===== config.mk =====
export PLATFORM = sky130hd
export DESIGN_NAME = minmax_column_decimator
export DESIGN_NICKNAME = d
export VERILOG_FILES = /design/src/rtl/core/mmcd_pkg.sv /design/src/rtl/core/minmax_column_decimator.sv /design/src/rtl/core/mmcd_regs.sv /design/src/rtl/core/mmcd_tracker.sv /design/src/rtl/core/mmcd_ordinate.sv
export SDC_FILE = /design/constraint.sdc
export NUM_CORES = 2
export LEC_CHECK = 0
export BUFFER_PORTS_ARGS = -buffer_cell sky130_fd_sc_hd__buf_2
export CAP_MARGIN = 20
export CORE_MARGIN = 3
export CORE_UTILIZATION = 30
export CTS_CLUSTER_SIZE = 25
export DETAILED_ROUTE_END_ITERATION = 12
export SETUP_SLACK_MARGIN = 0.2
export SYNTH_ARGS = -nofsm -noshare
export SYNTH_HDL_FRONTEND = slang
export SYNTH_HIERARCHICAL = 1
export SYNTH_SLANG_ARGS = --single-unit

===== constraint.sdc =====
create_clock -name clk -period 8.8 [get_ports clk]
set_input_delay 0.88 -clock clk [delete_from_list [all_inputs] [get_ports clk]]
set_output_delay 0.88 -clock clk [all_outputs]
set_load 0.02 [all_outputs]

===== src/rtl/core/mmcd_pkg.sv =====
// ----------------------------------------------------------------------------
// mmcd_pkg
// Shared types, register map and reset values of the min/max column
// decimator.
// ----------------------------------------------------------------------------
package mmcd_pkg;

  // Sample code width and fixed register widths
  localparam int SAMPLE_BITS = 8;
  localparam int COUNT_BITS  = 9;
  localparam int STEP_BITS   = 32;
  localparam int SCALE_BITS  = 21;
  localparam int INDEX_BITS  = 16;

  // Defaults for the top-level parameters
  localparam int DEF_MAX_COLUMNS  = 512;
  localparam int DEF_TRACE_HEIGHT = 17;

  // APB register map
  localparam int ADDR_BITS = 5;
  localparam int DATA_BITS = 32;
  localparam int REG_BITS  = 3;

  localparam logic [REG_BITS-1:0] REG_COLUMN_COUNT   = 3'd0;
  localparam logic [REG_BITS-1:0] REG_COLUMN_STEP    = 3'd1;
  localparam logic [REG_BITS-1:0] REG_LOW_CODE       = 3'd2;
  localparam logic [REG_BITS-1:0] REG_HIGH_CODE      = 3'd3;
  localparam logic [REG_BITS-1:0] REG_NONE_CODE      = 3'd4;
  localparam logic [REG_BITS-1:0] REG_ORDINATE_SCALE = 3'd5;

  // Register reset values
  localparam logic [COUNT_BITS-1:0]  RST_COLUMN_COUNT   = 9'd282;
  localparam logic [STEP_BITS-1:0]   RST_COLUMN_STEP    = 32'd7456540;
  localparam logic [SAMPLE_BITS-1:0] RST_LOW_CODE       = 8'd2;
  localparam logic [SAMPLE_BITS-1:0] RST_HIGH_CODE      = 8'd254;
  localparam logic [SAMPLE_BITS-1:0] RST_NONE_CODE      = 8'd0;
  localparam logic [SCALE_BITS-1:0]  RST_ORDINATE_SCALE = 21'd4420;

  // Configuration as seen by the datapath
  typedef struct packed {
    logic [COUNT_BITS-1:0]  column_count;
    logic [STEP_BITS-1:0]   column_step;
    logic [SAMPLE_BITS-1:0] low_code;
    logic [SAMPLE_BITS-1:0] high_code;
    logic [SAMPLE_BITS-1:0] none_code;
    logic [SCALE_BITS-1:0]  ordinate_scale;
  } cfg_t;

endpackage


===== src/rtl/core/minmax_column_decimator.sv =====
// ----------------------------------------------------------------------------
// minmax_column_decimator
// Reduces a frame of samples to one min/max span per display column and
// maps each widened bound to a pixel ordinate.
// ----------------------------------------------------------------------------
//  Channel   Handshake                      Payload
//  -------   ---------                      -------
//  sample    sample_valid / sample_ready    sample, frame_start
//  column    column_valid / column_ready    column, upper_y, lower_y,
//                                           upper_valid, lower_valid, last
//  config    APB psel/penable/pwrite        paddr, pwdata, prdata
//
// One sample is taken every cycle while the result register is free or
// being emptied. After the sample that closes a column, its result is held first in
// the tracker's event register, then in the result register behind the ordinate mapping.
// Both stages advance together, so a stalled result holds back new samples.
// Reset is synchronous and acts as a frame start; no clearing pass is needed.
// ----------------------------------------------------------------------------
module minmax_column_decimator #(
  parameter int MAX_COLUMNS  = mmcd_pkg::DEF_MAX_COLUMNS,
  parameter int TRACE_HEIGHT = mmcd_pkg::DEF_TRACE_HEIGHT
) (
  input  logic                              clk,
  input  logic                              rst,
  // configuration
  input  logic                              psel,
  input  logic                              penable,
  input  logic                              pwrite,
  input  logic [mmcd_pkg::ADDR_BITS-1:0]    paddr,
  input  logic [mmcd_pkg::DATA_BITS-1:0]    pwdata,
  output logic [mmcd_pkg::DATA_BITS-1:0]    prdata,
  output logic                              pready,
  // samples
  input  logic                              sample_valid,
  output logic                              sample_ready,
  input  logic [mmcd_pkg::SAMPLE_BITS-1:0]  sample,
  input  logic                              frame_start,
  // column results
  output logic                              column_valid,
  input  logic                              column_ready,
  output logic [$clog2(MAX_COLUMNS)-1:0]    column,
  output logic [$clog2(TRACE_HEIGHT+1)-1:0] upper_y,
  output logic [$clog2(TRACE_HEIGHT+1)-1:0] lower_y,
  output logic                              upper_valid,
  output logic                              lower_valid,
  output logic                              last
);

  localparam int CW = $clog2(MAX_COLUMNS);
  localparam int YW = $clog2(TRACE_HEIGHT+1);
  localparam int SB = mmcd_pkg::SAMPLE_BITS;

  mmcd_pkg::cfg_t cfg;

  logic          advance;
  logic          accept;
  logic          ev_valid;
  logic [CW-1:0] ev_column;
  logic [SB-1:0] ev_wmax;
  logic [SB-1:0] ev_wmin;
  logic          ev_last;
  logic [YW-1:0] up_y, lo_y;
  logic          up_ok, lo_ok;

  // Advance the pipeline when the result register is free or drained
  assign advance      = !column_valid || column_ready;
  assign sample_ready = advance;
  assign accept       = sample_valid && sample_ready;

  mmcd_regs u_regs (
    .clk     (clk),
    .rst     (rst),
    .psel    (psel),
    .penable (penable),
    .pwrite  (pwrite),
    .paddr   (paddr),
    .pwdata  (pwdata),
    .prdata  (prdata),
    .pready  (pready),
    .cfg     (cfg)
  );

  mmcd_tracker #(
    .MAX_COLUMNS (MAX_COLUMNS)
  ) u_tracker (
    .clk         (clk),
    .rst         (rst),
    .cfg         (cfg),
    .advance     (advance),
    .accept      (accept),
    .sample      (sample),
    .frame_start (frame_start),
    .ev_valid    (ev_valid),
    .ev_column   (ev_column),
    .ev_wmax     (ev_wmax),
    .ev_wmin     (ev_wmin),
    .ev_last     (ev_last)
  );

  mmcd_ordinate #(
    .TRACE_HEIGHT (TRACE_HEIGHT)
  ) u_upper (
    .code (ev_wmax),
    .cfg  (cfg),
    .y    (up_y),
    .ok   (up_ok)
  );

  mmcd_ordinate #(
    .TRACE_HEIGHT (TRACE_HEIGHT)
  ) u_lower (
    .code (ev_wmin),
    .cfg  (cfg),
    .y    (lo_y),
    .ok   (lo_ok)
  );

  // Result register control
  always_ff @(posedge clk) begin
    if (rst) begin
      column_valid <= 1'b0;
    end else if (advance) begin
      column_valid <= ev_valid;
    end
  end

  // Result register payload
  always_ff @(posedge clk) begin
    if (advance && ev_valid) begin
      column      <= ev_column;
      upper_y     <= up_y;
      lower_y     <= lo_y;
      upper_valid <= up_ok;
      lower_valid <= lo_ok;
      last        <= ev_last;
    end
  end

  // An empty result register always takes a request
  assert property (@(posedge clk) disable iff (rst) !column_valid |-> sample_ready)
    else $error("sample_ready low with empty result register");

  // Ordinates stay within the trace
  assert property (@(posedge clk) disable iff (rst)
    column_valid |-> (32'(upper_y) <= TRACE_HEIGHT) && (32'(lower_y) <= TRACE_HEIGHT))
    else $error("ordinate beyond trace height");

  // An absent bound carries a zero ordinate
  assert property (@(posedge clk) disable iff (rst)
    column_valid |-> (upper_valid || upper_y == '0) && (lower_valid || lower_y == '0))
    else $error("absent bound with non-zero ordinate");

  // A stalled result stays put with its payload unchanged
  assert property (@(posedge clk) disable iff (rst)
    column_valid && !column_ready |=> column_valid &&
      $stable({column, upper_y, lower_y, upper_valid, lower_valid, last}))
    else $error("stalled result lost or changed");

endmodule


===== src/rtl/core/mmcd_regs.sv =====
// ----------------------------------------------------------------------------
// mmcd_regs
// APB configuration registers; writes complete in the access phase, reads
// return the stored value.
// ----------------------------------------------------------------------------
module mmcd_regs (
  input  logic                            clk,
  input  logic                            rst,
  input  logic                            psel,
  input  logic                            penable,
  input  logic                            pwrite,
  input  logic [mmcd_pkg::ADDR_BITS-1:0]  paddr,
  input  logic [mmcd_pkg::DATA_BITS-1:0]  pwdata,
  output logic [mmcd_pkg::DATA_BITS-1:0]  prdata,
  output logic                            pready,
  output mmcd_pkg::cfg_t                  cfg
);

  logic                          wr_en;
  logic [mmcd_pkg::REG_BITS-1:0] reg_sel;

  assign pready  = 1'b1;
  assign wr_en   = psel && penable && pwrite;
  assign reg_sel = paddr[mmcd_pkg::ADDR_BITS-1:2];

  // Store the written register
  always_ff @(posedge clk) begin
    if (rst) begin
      cfg.column_count   <= mmcd_pkg::RST_COLUMN_COUNT;
      cfg.column_step    <= mmcd_pkg::RST_COLUMN_STEP;
      cfg.low_code       <= mmcd_pkg::RST_LOW_CODE;
      cfg.high_code      <= mmcd_pkg::RST_HIGH_CODE;
      cfg.none_code      <= mmcd_pkg::RST_NONE_CODE;
      cfg.ordinate_scale <= mmcd_pkg::RST_ORDINATE_SCALE;
    end else if (wr_en) begin
      unique case (reg_sel)
        mmcd_pkg::REG_COLUMN_COUNT:
          cfg.column_count <= pwdata[mmcd_pkg::COUNT_BITS-1:0];
        mmcd_pkg::REG_COLUMN_STEP:
          cfg.column_step <= pwdata[mmcd_pkg::STEP_BITS-1:0];
        mmcd_pkg::REG_LOW_CODE:
          cfg.low_code <= pwdata[mmcd_pkg::SAMPLE_BITS-1:0];
        mmcd_pkg::REG_HIGH_CODE:
          cfg.high_code <= pwdata[mmcd_pkg::SAMPLE_BITS-1:0];
        mmcd_pkg::REG_NONE_CODE:
          cfg.none_code <= pwdata[mmcd_pkg::SAMPLE_BITS-1:0];
        mmcd_pkg::REG_ORDINATE_SCALE:
          cfg.ordinate_scale <= pwdata[mmcd_pkg::SCALE_BITS-1:0];
        default: ;
      endcase
    end
  end

  // Return the addressed register
  always_comb begin
    unique case (reg_sel)
      mmcd_pkg::REG_COLUMN_COUNT:   prdata = mmcd_pkg::DATA_BITS'(cfg.column_count);
      mmcd_pkg::REG_COLUMN_STEP:    prdata = mmcd_pkg::DATA_BITS'(cfg.column_step);
      mmcd_pkg::REG_LOW_CODE:       prdata = mmcd_pkg::DATA_BITS'(cfg.low_code);
      mmcd_pkg::REG_HIGH_CODE:      prdata = mmcd_pkg::DATA_BITS'(cfg.high_code);
      mmcd_pkg::REG_NONE_CODE:      prdata = mmcd_pkg::DATA_BITS'(cfg.none_code);
      mmcd_pkg::REG_ORDINATE_SCALE: prdata = mmcd_pkg::DATA_BITS'(cfg.ordinate_scale);
      default:                      prdata = '0;
    endcase
  end

endmodule


===== src/rtl/core/mmcd_tracker.sv =====
// ----------------------------------------------------------------------------
// mmcd_tracker
// Column tracker: follows the sample position against the column starts,
// keeps the running min/max, widens the span on column close and holds the
// closed column in an event register.
// ----------------------------------------------------------------------------
module mmcd_tracker #(
  parameter int MAX_COLUMNS = mmcd_pkg::DEF_MAX_COLUMNS
) (
  input  logic                              clk,
  input  logic                              rst,
  input  mmcd_pkg::cfg_t                    cfg,
  input  logic                              advance,
  input  logic                              accept,
  input  logic [mmcd_pkg::SAMPLE_BITS-1:0]  sample,
  input  logic                              frame_start,
  output logic                              ev_valid,
  output logic [$clog2(MAX_COLUMNS)-1:0]    ev_column,
  output logic [mmcd_pkg::SAMPLE_BITS-1:0]  ev_wmax,
  output logic [mmcd_pkg::SAMPLE_BITS-1:0]  ev_wmin,
  output logic                              ev_last
);

  localparam int CW = $clog2(MAX_COLUMNS);
  localparam int SB = mmcd_pkg::SAMPLE_BITS;
  localparam int IB = mmcd_pkg::INDEX_BITS;
  localparam int AB = mmcd_pkg::STEP_BITS;

  // State registers
  logic [IB-1:0] sample_index, sample_index_next;
  logic [CW-1:0] column_index, column_index_next;
  logic [AB-1:0] start_acc, start_acc_next;
  logic [SB-1:0] running_min, running_min_next;
  logic [SB-1:0] running_max, running_max_next;
  logic [SB-1:0] previous_min, previous_min_next;
  logic [SB-1:0] previous_max, previous_max_next;
  logic          frame_done, frame_done_next;
  logic          col_open, col_open_next;

  // Frame-start view of the state
  logic [IB-1:0] si;
  logic [CW-1:0] ci;
  logic [AB-1:0] acc;
  logic          open_e;
  logic          done_e;

  logic [IB-1:0] start_pos;
  logic [IB-1:0] col_len;
  logic [IB:0]   col_end;
  logic [AB:0]   acc_sum;
  logic [SB-1:0] nmin, nmax;
  logic          skip;
  logic          close;
  logic          is_last;
  logic [SB-1:0] wmax, wmin;

  assign si     = frame_start ? '0 : sample_index;
  assign ci     = frame_start ? '0 : column_index;
  assign acc    = frame_start ? '0 : start_acc;
  assign open_e = frame_start ? 1'b0 : col_open;
  assign done_e = frame_start ? 1'b0 : frame_done;

  // Column bounds: start = floor(acc), length = max(1, floor(step))
  assign start_pos = acc[AB-1:IB];
  assign col_len   = (cfg.column_step[AB-1:IB] == '0) ? IB'(1) : cfg.column_step[AB-1:IB];
  assign col_end   = {1'b0, start_pos} + {1'b0, col_len} - (IB+1)'(1);
  assign acc_sum   = {1'b0, acc} + {1'b0, cfg.column_step};

  assign skip = done_e || (cfg.column_count == '0) || (si == '1);

  // Fold the new sample into the running bounds
  always_comb begin
    if (!open_e) begin
      nmin = sample;
      nmax = sample;
    end else begin
      nmin = (sample < running_min) ? sample : running_min;
      nmax = (sample > running_max) ? sample : running_max;
    end
  end

  // Widen toward the previous column's raw span
  always_comb begin
    wmax = nmax;
    wmin = nmin;
    if (ci != '0) begin
      if (nmax < previous_min) wmax = previous_min;
      if (nmin > previous_max) wmin = previous_max;
    end
  end

  assign is_last = (32'(ci) == (32'(cfg.column_count) - 32'd1));

  // Next state for an accepted request
  always_comb begin
    sample_index_next = sample_index;
    column_index_next = column_index;
    start_acc_next    = start_acc;
    running_min_next  = running_min;
    running_max_next  = running_max;
    previous_min_next = previous_min;
    previous_max_next = previous_max;
    frame_done_next   = frame_done;
    col_open_next     = col_open;
    close             = 1'b0;
    if (accept) begin
      sample_index_next = si;
      column_index_next = ci;
      start_acc_next    = acc;
      col_open_next     = open_e;
      frame_done_next   = done_e;
      if (!skip) begin
        sample_index_next = si + IB'(1);
        if (open_e || (si >= start_pos)) begin
          col_open_next    = 1'b1;
          running_min_next = nmin;
          running_max_next = nmax;
          if ({1'b0, si} >= col_end) begin
            close             = 1'b1;
            previous_min_next = nmin;
            previous_max_next = nmax;
            column_index_next = ci + CW'(1);
            start_acc_next    = acc_sum[AB] ? '1 : acc_sum[AB-1:0];
            col_open_next     = 1'b0;
            if (is_last) frame_done_next = 1'b1;
          end
        end
      end
    end
  end

  // Hold state and the closed-column event
  always_ff @(posedge clk) begin
    if (rst) begin
      sample_index <= '0;
      column_index <= '0;
      start_acc    <= '0;
      running_min  <= '0;
      running_max  <= '0;
      previous_min <= '0;
      previous_max <= '0;
      frame_done   <= 1'b0;
      col_open     <= 1'b0;
      ev_valid     <= 1'b0;
    end else begin
      sample_index <= sample_index_next;
      column_index <= column_index_next;
      start_acc    <= start_acc_next;
      running_min  <= running_min_next;
      running_max  <= running_max_next;
      previous_min <= previous_min_next;
      previous_max <= previous_max_next;
      frame_done   <= frame_done_next;
      col_open     <= col_open_next;
      if (advance) ev_valid <= close;
    end
  end

  // Event payload
  always_ff @(posedge clk) begin
    if (advance && close) begin
      ev_column <= ci;
      ev_wmax   <= wmax;
      ev_wmin   <= wmin;
      ev_last   <= is_last;
    end
  end

endmodule


===== src/rtl/core/mmcd_ordinate.sv =====
// ----------------------------------------------------------------------------
// mmcd_ordinate
// Maps one bound code to a pixel ordinate: clamp to the code span, scale by
// the Q5.16 factor, subtract from the trace height plus one half to round.
// ----------------------------------------------------------------------------
module mmcd_ordinate #(
  parameter int TRACE_HEIGHT = mmcd_pkg::DEF_TRACE_HEIGHT
) (
  input  logic [mmcd_pkg::SAMPLE_BITS-1:0]  code,
  input  mmcd_pkg::cfg_t                    cfg,
  output logic [$clog2(TRACE_HEIGHT+1)-1:0] y,
  output logic                              ok
);

  localparam int SB = mmcd_pkg::SAMPLE_BITS;
  localparam int YW = $clog2(TRACE_HEIGHT+1);
  localparam int PW = mmcd_pkg::SCALE_BITS + SB;
  localparam int VW = (PW > 24) ? PW + 1 : 25;
  localparam logic [VW-1:0] BASE = VW'(TRACE_HEIGHT * 65536 + 32768);

  logic [SB-1:0] span;
  logic [SB-1:0] d_raw;
  logic [SB-1:0] d;
  logic [PW-1:0] scale_x;
  logic [PW-1:0] d_x;
  logic [PW-1:0] prod;
  logic [VW-1:0] diff;

  // Clamp the offset from the bottom code into the span
  assign span  = (cfg.high_code > cfg.low_code) ? (cfg.high_code - cfg.low_code) : '0;
  assign d_raw = (code > cfg.low_code) ? (code - cfg.low_code) : '0;
  assign d     = (d_raw > span) ? span : d_raw;

  // Scale and round
  assign scale_x = PW'(cfg.ordinate_scale);
  assign d_x     = PW'(d);
  assign prod    = scale_x * d_x;
  assign diff    = BASE - VW'(prod);

  assign ok = (code != cfg.none_code);
  assign y  = (!ok || (VW'(prod) > BASE)) ? '0 : diff[16 +: YW];

endmodule

After elaboration in Yosys (flattened, before gate mapping)
Cells that the tools add are included.
{"block": "word_totals", "ff_bits": 227, "input_bits": 53, "output_inout_bits": 57, "word_cells": 128}
{"block": "op_classes", "n_addsub": 11, "n_mul": 2, "n_lt_le_gt_ge": 13, "n_eq_ne": 9, "muxes": 39, "bitwise": 1, "n_reduce_logical": 26}
{"cell": "$pmux 32 s6", "n": 1}
{"cell": "$mux 32", "n": 5}
{"cell": "$mux 8", "n": 13}
{"cell": "$gt 29x21->1 const B", "n": 2}
{"cell": "$mul 21x8->29", "n": 2}
{"cell": "$gt 8x8->1", "n": 7}
{"cell": "$mux 16", "n": 3}
{"cell": "$sub 21x21->21 const A", "n": 2}
{"cell": "$mux 9", "n": 4}
{"cell": "$add 32x32->33", "n": 1}
{"cell": "$eq 9x32->1", "n": 1}
{"cell": "$sub 8x8->8", "n": 3}
{"cell": "$add 16x16->17", "n": 1}
{"cell": "$ge 16x17->1", "n": 1}
{"cell": "$sub 17x1->17 const B", "n": 1}
{"cell": "$add 16x1->16 const B", "n": 1}
{"cell": "$eq 16x16->1 const B", "n": 1}
{"cell": "$ge 16x16->1", "n": 1}
{"cell": "$logic_not 16->1", "n": 1}
{"cell": "$lt 8x8->1", "n": 2}
{"cell": "$ne 8x8->1", "n": 2}
{"cell": "$mux 1", "n": 13}
{"cell": "$reduce_and 2->1", "n": 6}
{"cell": "$sub 9x1->10 const B", "n": 1}
{"cell": "other kinds (13)", "n": 26}

Depth between registers and ports, before layout
{"block": "depth", "ltp_word": 10, "depth_mapped": 38, "depth_no_buf": 35}

Hierarchy
The synthesis kept the hierarchy.
{"mod": "mmcd_tracker", "n_inst": 1, "cells_per_inst": 1221, "area_per_inst_um2": 9913.3, "seq_area_each_um2": 2622.5}
{"mod": "mmcd_ordinate at u_upper", "n_inst": 1, "cells_per_inst": 873, "area_per_inst_um2": 7086.8, "seq_area_each_um2": 0.0}
{"mod": "mmcd_ordinate at u_lower", "n_inst": 1, "cells_per_inst": 827, "area_per_inst_um2": 6739.0, "seq_area_each_um2": 0.0}
{"mod": "mmcd_regs", "n_inst": 1, "cells_per_inst": 454, "area_per_inst_um2": 4231.6, "seq_area_each_um2": 1721.7}
{"mod": "minmax_column_decimator", "n_inst": 1, "cells_per_inst": 28, "area_per_inst_um2": 721.9, "seq_area_each_um2": 680.7}

Least setup slack after synthesis
OpenSTA, ideal clock, no wires.
{"block": "synth_timing", "kind": "reg2reg", "startpoint": "register, netlist name u_regs/cfg[29]", "endpoint": "register upper_y[1] (data pin)", "setup_ns": 0.168, "arrival_ns": 8.229, "setup_slack_ns": 0.402, "stages_incl_launch_ff": 32, "synth_period_minus_slack_ns": 8.398, "path_cell_list": "dfxtp_1 > inv_1 > ha_1 > fa_1 > nand2b_1 > a21oi_1 > a21oi_1 > or4_1 > ha_1 > nand4_1 > o21ai_0 > and2_1 > clkbuf_1 > mux2i_1 > buf_1 > nand2b_1 > fa_1 > fa_1 > inv_1 > fa_1 > inv_1 > fa_1 > inv_1 > ha_1 > a21oi_1 > o21ai_0 > mux2_2 > nor2_1 > a2111oi_2 > a41o_2 > or3_2 > a211oi_1"}
{"block": "synth_via", "elab_chain_len": 7, "elab_cells_between_ends": 9, "cone_classes": "2 x add/sub; 1 x mul; 3 x order compare; 2 x mux; 1 x reduce/logical"}
{"item": "$sub 8x8->8 / $gt 8x8->1 (equally long branches)", "line_no": "mmcd_ordinate.sv:30", "rtl": "assign span = (cfg.high_code > cfg.low_code) ? (cfg.high_code - cfg.low_code) : '0;"}
{"item": "$mux 8 (*)", "line_no": "mmcd_ordinate.sv:30"}
{"item": "$gt 8x8->1", "line_no": "mmcd_ordinate.sv:32", "rtl": "assign d = (d_raw > span) ? span : d_raw;"}
{"item": "$mux 8 (*)", "line_no": "mmcd_ordinate.sv:32"}
{"item": "$mul 21x8->29 (*)", "line_no": "mmcd_ordinate.sv:37", "rtl": "assign prod = scale_x * d_x;"}
{"item": "$gt 29x21->1", "line_no": "mmcd_ordinate.sv:41", "rtl": "assign y = (!ok || (VW'(prod) > BASE)) ? '0 : diff[16 +: YW];"}
{"item": "$logic_or 1x1->1", "line_no": "mmcd_ordinate.sv:41"}
{"item": "end signal: assignment", "line_no": "minmax_column_decimator.sv:131", "rtl": "upper_y <= up_y;"}
{"item": "end: declaration", "line_no": "minmax_column_decimator.sv:42", "rtl": "output logic [$clog2(TRACE_HEIGHT+1)-1:0] upper_y,"}
Every way passes the cells marked *; elsewhere a longest branch is shown, timed or not.
A chain may end at the register's enable or synchronous reset.

Final worst setup path
{"block": "layout_timing", "startpoint": "register, netlist name u_regs/cfg[37]", "endpoint": "register lower_y[3] (data pin)"}
{"block": "layout_via", "elab_chain_len": 7, "elab_cells_between_ends": 12, "cone_classes": "3 x add/sub; 1 x mul; 4 x order compare; 3 x mux; 1 x reduce/logical"}
{"item": "$sub 8x8->8, or another cell as far along", "line_no": "mmcd_ordinate.sv:31", "rtl": "assign d_raw = (code > cfg.low_code) ? (code - cfg.low_code) : '0;"}
{"item": "$mux 8 (on tied branches)", "line_no": "mmcd_ordinate.sv:31, mmcd_ordinate.sv:30"}
{"item": "$gt 8x8->1", "line_no": "mmcd_ordinate.sv:32"}
{"item": "$mux 8 (*)", "line_no": "mmcd_ordinate.sv:32"}
{"item": "$mul 21x8->29 (*)", "line_no": "mmcd_ordinate.sv:37"}
{"item": "$gt 29x21->1", "line_no": "mmcd_ordinate.sv:41"}
{"item": "$logic_or 1x1->1", "line_no": "mmcd_ordinate.sv:41"}
{"item": "end signal: assignment", "line_no": "minmax_column_decimator.sv:132", "rtl": "lower_y <= lo_y;"}
{"item": "end: declaration", "line_no": "minmax_column_decimator.sv:43", "rtl": "output logic [$clog2(TRACE_HEIGHT+1)-1:0] lower_y,"}
Marks and branches as above.

==> impl_results.md <==
* Status: finished, final reports clean
* Ports at 110
* Clock Pin Slew Worst Setup and Hold Paths at 60 ps
* DRC violations left at 0
* Die area at 99,400 um2
* Register share of total power at 0.367
* Commonest non-fill, non-tap cell in the layout: inv_1
* Cts hold-fix bufs at 0
* First-pass GRT wire length at 130,000 um
* Routed vias/inst at 5.03
* Measured slew at the worst slew-check pin at 1040 ps
* Initial antenna violation count at 2
* Clock Sinks at 227
* Util after Layout at 0.352
* Number of global-route vias before repair at 23,900
* Startpoint Class: flop
* Row count at 112
* Final period utilization at 0.943
* Per-cell routed wire length at 17.1 um
* Sw frac at 0.309
* Core Region at 94,000 um2
* Logic gate share of total power at 0.234
* RSZ-0062 raised after global routing: no
* Nets at 4,108
* Pin count of the biggest net entering global routing at 76
* CP max FO at 6
* Syn Nets at 3,965
* Max Slew Vio Count at 0
* Register bit total from synthesis at 227
* Peak Freq at 120 MHz
* Most frequent cells in the layout: 399 x inv_1, 253 x ha_1, 230 x fa_1
* Critical path endpoint category: flop
* Post-DP Area at 31,000 um2
* VDD IR max at 142 uV
* Initial Utilization at 0.305
* Top cell by count, worst path: fa_1
* Root Buffer: clkbuf_16
* Post-synth EDFFs at 48
* H-tree levels at 1
* Max-slew headroom at 0.305
* Die height at 315 um
* Power Density at 89.3 nW/um2
* WS Path Type: flop to flop
* P_leak at 14.4 nW
* Synthesized area at 28,700 um2
* Psw at 0.000915 W
* CTS Buf Count at 27
* Worst min path class: flop to flop
* Worst path arrival time at 8640 ps
* Most common flop cell mapped by yosys: dfxtp_1
* P&R area growth vs syn at 15.5%
* Internal power at 0.00205 W
* Post-DRT Antenna Nets at 0
* Period minus WS final at 8300 ps
* Crit path largest cell delay at 550 ps
* Port bufs at 106
* Aggregate global routing overflow at 0
* Sequential area share after synthesis at 0.175
* Setup violations, final at 0
* Clock Power Share at 0.399
* Dpl hpwl at 63,200 um
* Total Power at 0.00296 W
* # fillers at 9,651
* Routed via count at 24,300
* Fin. Hold Viols at 0
* Yosys warns at 6
* 1st-iter DRT viols at 1,733
* Instance count of the mapped netlist at 3,403
* WL final at 82,500 um
* Layout cells sized above 1 at 0.146
* DRT Pass-1 Iters at 5
* Post-route design area at 33,100 um2
* Slowest-stage cell, CP: fa_1
* FFs w/ async S/R, synth at 0
* Setup total negative slack at 0 ps
* Required time of the critical path at 9140 ps
* Bufs on Longest Clock Path at 3
* Worst skew pair latency at 590 ps
* CTS tree: done
* MaxCap Viol Count at 0
* Clock Skew at 22.1 ps
* Cell variety after synth at 111
* Chip Width at 315 um
* Syn_area_per_cell at 8.43 um2
* Tot GR Track Use at 0.162
* Final GP Congestion at 0.894
## flip-flops by register name (all words and copies together), names as in the netlist
| register | cells |
|---|---|
| u_tracker/previous_min | 8 |
| lower_y | 5 |
| u_tracker/sample_index | 16 |
| u_tracker/ev_valid | 1 |
| upper_valid | 1 |
| column_valid | 1 |
| lower_valid | 1 |
| u_tracker/column_index | 9 |
| column | 9 |
| u_tracker/start_acc | 32 |
| last | 1 |
| u_regs/cfg | 86 |
| u_tracker/ev_column | 9 |
| u_tracker/previous_max | 8 |
| u_tracker/ev_wmin | 8 |
| u_tracker/ev_last | 1 |
| u_tracker/col_open | 1 |
| u_tracker/ev_wmax | 8 |
| u_tracker/running_min | 8 |
| u_tracker/frame_done | 1 |
| u_tracker/running_max | 8 |
| upper_y | 5 |
## final cells by class
type / instances / area, um2 / share of cell area
Antenna cell: 1 / 2.50 / 0.0000755
Tap cell: 1254 / 1570 / 0.0473
Inverter: 402 / 1510 / 0.0455
Clock inverter: 18 / 203 / 0.00612
Sequential cell: 227 / 5030 / 0.152
Multi-Input combinational cell: 2633 / 22300 / 0.673
Clock buffer: 32 / 724 / 0.0219
Timing Repair Buffer: 255 / 1800 / 0.0542
## logic make-up after synthesis
| kind of cell | synth area share |
|---|---|
| XOR/XNOR | 0.0394 |
| other | 0.000131 |
| AND/OR/NAND/NOR | 0.219 |
| multiplexers | 0.0448 |
| adder cells (fa/ha/maj) | 0.283 |
| buffers and inverters | 0.0768 |
| AO/OA/AOI/OAI | 0.162 |
| flip-flops | 0.175 |
## through the flow
| step | hold WS, ps | cells | worst slack [ps] |
|---|---|---|---|
| finish | 423 | 4822 | 499 |
| floorplan | 400 | 3403 | 402 |
| detailed placement | 416 | 4737 | 36.6 |
| CTS | 424 | 4799 | 193 |
| global placement | 406 | 4737 | 114 |
| global route | 441 | 4821 | 157 |
## repair_timing
action | CTS | global route
gates cloned | 2 | 1
pin swaps | 12 | 72
setup endpoints to repair | 9 | 10
resized for setup | 32 | 180
endpoints found under the hold margin | 0 | 0
setup buffers | 10 | 21
## per-layer routing
layer / part of all wire / wire, um / up-vias / track usage
met3: 0.056 / 4580 / 83 / 0.0264
met2: 0.45 / 37400 / 557 / 0.261
met4: 0.026 / 2110 / 0 / 0.0438
met1: 0.46 / 38400 / 11700 / 0.223
met5: 0 / 0 / - / 0
li1: - / - / 11900 / -
## final timing paths
path	startpoint	end	slack [ps]	cells past startpoint
worst max register to register	u_regs/cfg[37]$_SDFFE_PP0P_	lower_y[3]$_DFFE_PP_	500	34
worst max-delay path	u_regs/cfg[37]$_SDFFE_PP0P_	lower_y[3]$_DFFE_PP_	500	34
worst min register to register	u_tracker/ev_column[8]$_DFFE_PP_	column[8]$_DFFE_PP_	420	0
worst min-delay path	u_tracker/ev_column[8]$_DFFE_PP_	column[8]$_DFFE_PP_	420	0
## power groups by stage
stage | clock network [W] | logic, W | registers (W)
final | 0.00118 | 0.000693 | 0.00109
after detailed placement | 0 | 0.000607 | 0.00111
after CTS | 0.00122 | 0.000624 | 0.00109
after global routing | 0.00125 | 0.000771 | 0.00109
after floorplan | 0 | 0.000444 | 0.00110
after global placement | 0 | 0.000601 | 0.00111
## critical path: cells and delay by family, from the launching register on
family	cells	cell delay (ps)
adders and majority gates	8	3050
AOI/OAI and AO/OA	8	1700
xor gates and xnor gates	1	170
buffers and inverters	7	930
muxes	1	280
and+or+nand+nor	9	1550
DFF	1	360
## synth_stat cells, types with 26 or more instances
cell type    n  area, um2
edfxtp_1    48       1440
nor2_1     227        852
dfxtp_1    179       3580
nor2b_1    156        976
a211oi_1    44        330
clkbuf_1    95        357
xor2_1      62        543
o21ai_0    129        646
a21oi_1    190        951
inv_1      401       1510
nor3_1      50        250
nand3_1     44        220
o22ai_1     26        163
fa_1       234       4680
mux2i_1    107       1070
nand2b_1   151        945
xnor2_1     67        587
and3_1      30        188
o21a_1      31        233
nand2_1    229        860
nand4_1     49        307
a21o_1      35        263
a21boi_0    26        195
and2_1     146        913
ha_1       275       3440
(Power assumes the default switching activity.)
